**config.mk**
```make
export PLATFORM = sky130hd
export DESIGN_NAME = ppfs_ram
export DESIGN_NICKNAME = d
export VERILOG_FILES = /design/src/rtl/core/ppfs_ram.sv
export SDC_FILE = /design/constraint.sdc
export NUM_CORES = 2
export LEC_CHECK = 0
export BUFFER_PORTS_ARGS = -buffer_cell sky130_fd_sc_hd__buf_2
export CAP_MARGIN = 30
export CORE_UTILIZATION = 57
export CTS_CLUSTER_DIAMETER = 100
export DETAILED_ROUTE_END_ITERATION = 10
export PLACE_DENSITY = 0.76
export SYNTH_ARGS = -nofsm -noshare
export SYNTH_HDL_FRONTEND = slang
export SYNTH_SLANG_ARGS = --single-unit
export TNS_END_PERCENT = 50
```
**constraint.sdc**
```tcl
create_clock -name clock -period 2.15 [get_ports clock]
set_clock_uncertainty 0.05 [all_clocks]
set_input_delay 0.1075 -clock clock [delete_from_list [all_inputs] [get_ports clock]]
set_output_delay 0.1075 -clock clock [all_outputs]
set_load 0.03 [all_outputs]
```
**src/rtl/core/ppfs_ram.sv**
```systemverilog
// generic single-port ram with registered read
`default_nettype none
module ppfs_ram #(
   parameter int WIDTH = 8,
   parameter int DEPTH = 256
) (
   input  wire logic                     clock,
   input  wire logic                     we,
   input  wire logic [$clog2(DEPTH)-1:0] addr,
   input  wire logic [WIDTH-1:0]         wdata,
   output logic      [WIDTH-1:0]         rdata
);

   logic [WIDTH-1:0] mem_ff [DEPTH];
   logic [WIDTH-1:0] rdata_ff;

   always_ff @(posedge clock) begin
      if (we) begin
         mem_ff[addr] <= wdata;
      end
      rdata_ff <= mem_ff[addr];
   end

   assign rdata = rdata_ff;

endmodule
`default_nettype wire

```
Yosys cells after proc, flatten, opt, wreduce, memory -nomap -nowiden
Memories as Yosys holds them, arrays and structs flattened. A register that Yosys moved wholly into a read port is not among the register bits.
Index checks and enable logic that the tools add are counted.
{"block": "totals", "out_inout_bits": 8, "register_bits": 0, "in_bits": 18, "mem_count": 1, "mem_bits_rw": 2048}
{"name": "mem_ff", "depth": 256, "width": 8, "read_ports": 1, "rd_ports_with_merged_regs": 1, "write_ports": 1, "line": "14", "text": "logic [WIDTH-1:0] mem_ff [DEPTH];"}
{"block": "classes", "mux": 2}
{"operator": "$mux W1", "n": 2}

Longest topological paths before layout
{"block": "depth", "ltp_word": 2, "ltp_mapped": 10, "ltp_nobuf": 5}

Least setup slack after synthesis
Ideal clock, no wire load.
{"block": "synth_path", "kind": "input port to flip-flop", "from": "in addr[1]", "to": "mem mem_ff[111][0], enable pin", "t_required_ns": 1.730, "stages": 9, "path_slack_ns": -0.226, "setup_ns": 0.370, "path_buffers": 5, "arrival_time_ns": 1.956, "cell_sequence": "buf_2 -> clkbuf_1 -> clkbuf_1 -> nand2_1 -> buf_2 -> nor2_1 -> nand2_1 -> clkbuf_1 -> nor2_1"}
{"element": "start, declared", "line": "9", "text": "input wire logic [$clog2(DEPTH)-1:0] addr,"}
{"element": "end, declared", "line": "14"}
No word-level cell before the write port.

==> results_dict.tcl <==
set metrics [dict create \
    status "finished, violations left" \
    violations "setup timing" \
    fin_crit_ns 2.22 \
    cts_root_buffer "clkbuf_16" \
    cts_inserted_buffers 195 \
    path_class "reg -> reg" \
    drv_cap 0 \
    setup_slack_ns -0.0686 \
    postPlaceCellArea_sq_mm 0.0870 \
    pwr-share-seq_pct 54.1 \
    drive_above_1_share_pct 39.0 \
    clkTransAtPathRegs_ns 0.07 \
    synth.distinct_cells 22 \
    slew_headroom_pct 51.1 \
    switching_share_pct 21.1 \
    r2r_cells 6 \
    power.leakage_nw 29.9 \
    grt_pass1_vias 41200 \
    setup-violations-final 8 \
    ys_warn_count 0 \
    crit_arrival_ns 2.85 \
    irDropWorstVdd_mv 0.766 \
    met2WireLength_mm 93.4 \
    cp_slowest_cell "mux4_2" \
    setup_tns_ns -0.369 \
    crit_path_max_fanout 1 \
    antenna_found_initial 7 \
    num-fill-cells 7674 \
    r2r_start "mem_ff[186][1]" \
    min_to "mem_ff[186][3]" \
    cts_tree "done" \
    area_delta_synth_final_pct 19.9 \
    syn-num-nets 3565 \
    rsz0062_at_grt "true" \
    syn_inst 3547 \
    p_per_area_mw_per_mm2 868 \
    ys_seq_area_share_pct 78.6 \
    routed_wl_mm 193 \
    worstSetupEndpointType "register" \
    syn_avg_cell_area_sq_um 22.1 \
    dp_hpwl_mm 120 \
    fp.dieH_um 373 \
    wl_met1_mm 71.0 \
    min_path_cells 5 \
    hold_start "we" \
    highest_layer "met5" \
    start_util_pct 57.7 \
    fp.dieW_um 373 \
    grt_pass1_wl_mm 282 \
    crit_path_cell_trace "mux4_2 -> a22oi_1 -> a21oi_1 -> o41ai_4 -> buf_4 -> nand4_1" \
    clkLatencyLatePin_ns 0.81 \
    grt_start_max_net_pins 91 \
    clock-sinks 2056 \
    switchingPower_mw 17.3 \
    r2r_end "rdata[1]" \
    drt_iter0_drc 5461 \
    max_freq_mhz 451 \
    dr.pass1.iters 5 \
    drc_errors 0 \
    required_ns 2.78 \
    finalHoldViolCount 0 \
    tightest_slew_ns 0.734 \
    maxSlewViolCount 0 \
    slowest_delay_ns 0.50 \
    grt_usage_pct 28.0 \
    p_int_mw 64.5 \
    detail-route-antenna-nets 0 \
    routabilityCongestion 0.861 \
    overflow 0 \
    h-tree-depth 4 \
    fin_crit_sh_pct 103 \
    r2r_setup_slack_ns -0.07 \
    clockBufferDepth 3 \
    vias 40600 \
    routed-wl-met3_mm 21.7 \
    netlist_area_sq_mm 0.0785 \
    hold_path.class "in -> reg" \
    io_pins 26 \
    cp-start-kind "register" \
    wire_per_inst_um 31.4 \
    die_area_sq_mm 0.139 \
    stdcell_area_sq_mm 0.0941 \
    combPwrFrac_pct 5.6 \
    ys_seq_elements 2056 \
    vias_per_cell 6.61 \
    fp-row-count 135 \
    nNetsFinal 4214 \
    dp_slack_ns -1.13 \
    power_frac_clock_pct 40.3 \
    core_sq_mm 0.136 \
    io_buffers 25 \
]
timing repair:
item,CTS,global route
resized for setup,120,34
endpoints found under the setup margin,8,8
hold endpoints to repair,702,0
buffers inserted,0,0
hold buffers,10,0
pin swaps,36,16
cell usage after synthesis:
| cell | instances | area share [%] |
|---|---|---|
| edfxtp_1 | 2048 | 78 |
| mux4_2 | 512 | 15 |
| a22oi_1 | 256 | 2.4 |
| nor2_1 | 232 | 1.1 |
| clkbuf_1 | 145 | 0.69 |
| a21oi_1 | 128 | 0.82 |
| buf_2 | 36 | 0.23 |
| o41ai_1 | 32 | 0.36 |
| nor3_1 | 30 | 0.19 |
| nand2_1 | 28 | 0.13 |
| buf_1 | 19 | 0.091 |
| buf_4 | 16 | 0.15 |
| buf_6 | 16 | 0.23 |
| nand3_1 | 13 | 0.083 |
| dfxtp_1 | 8 | 0.20 |
| nand4_1 | 8 | 0.064 |
| nor2b_1 | 7 | 0.056 |
| nand2b_1 | 6 | 0.048 |
| and2_1 | 3 | 0.024 |
| or2_2 | 2 | 0.016 |
| inv_1 | 1 | 0.0048 |
| or3_1 | 1 | 0.0080 |
per-stage QoR:
stage / hold WS (ns) / cells / total power [mW] / utilization, %
floorplan: 0.156 / 3547 / 47.1 / -
detailed placement: 0.398 / 5772 / 49.4 / 64.0
global route: 0.108 / 6137 / 83.7 / 69.2
global placement: 0.394 / 5770 / 49.3 / 64.0
finish: 0.133 / 6139 / 81.7 / 69.2
CTS: 0.0663 / 6137 / 81.9 / 69.1
per-layer routing:
layer | global-route usage [%] | up-vias
li1 | - | 16400
met1 | 38.9 | 21200
met2 | 44.0 | 2569
met3 | 6.56 | 384
met4 | 10.0 | 12
met5 | 0 | -
registers in the layout (all words and copies together) (netlist names):
name / flops
mem_ff: 2048
rdata: 8
how the worst max path moves through the flow:
stage                        start              to  slack, ns  depth (start not counted)
floorplan                  addr[1]  mem_ff[100][0]      -0.13                          8
global placement           addr[0]        rdata[5]      -1.39                          9
detailed placement         addr[0]        rdata[2]      -1.13                          9
CTS                 mem_ff[201][2]        rdata[2]      -0.05                          6
global route         mem_ff[42][3]        rdata[3]      -0.08                          7
finish              mem_ff[186][1]        rdata[1]      -0.07                          6
power by group through the flow:
stage	clock network [mW]	logic [mW]	registers [mW]
2_1_floorplan	0	1.99	45.1
3_3_place_gp	0	4.22	45.1
3_5_place_dp	0	4.31	45.1
4_1_cts	33.2	4.51	44.2
5_1_grt	34.7	4.76	44.2
6_report	32.9	4.58	44.2
cell type report:
type	instances	area, sq um	area share (%)
sequential	2056	61700	65.5
timing repair buffer	684	6940	7.37
clock buffer	254	5350	5.68
antenna	2	5.00	0.00532
tap	1781	2230	2.37
clock inverter	103	771	0.819
multi-input combinational	1258	17200	18.2
inverter	1	3.75	0.00399
placed cells by master, fill, tap and decap left out, types with 26 or more instances in the layout:
| cell | synthesis | layout |
|---|---|---|
| a22oi_1 | 256 | 178 |
| clkbuf_1 | 145 | 41 |
| nor3_1 | 30 | 30 |
| nand2_1 | 28 | 26 |
| nor2_4 | 0 | 51 |
| a21oi_1 | 128 | 100 |
| a22oi_2 | 0 | 78 |
| clkinv_1 | 0 | 47 |
| nor2_2 | 0 | 42 |
| clkbuf_16 | 0 | 201 |
| edfxtp_1 | 2048 | 2048 |
| buf_4 | 16 | 507 |
| buf_12 | 0 | 140 |
| nor2_1 | 232 | 139 |
| mux4_2 | 512 | 512 |
| clkinv_2 | 0 | 30 |
cell families after synthesis:
family / count (synthesis) / synth area share (%)
AOI/OAI and AO/OA: 416 / 3.62
muxes: 512 / 14.7
and+or+nand+nor: 330 / 1.73
buffers and inverters: 233 / 1.40
DFF: 2056 / 78.6
worst max-delay path: cells and delay by family, from the launching register on:
kind                   cells  cell delay (ns)
AND/OR/NAND/NOR            1             0.08
buffers and inverters      1             0.21
AO/OA/AOI/OAI              3             0.87
multiplexers               1             0.50
flip-flops                 1             0.38
Note: power is estimated with default switching activity, not from simulation.
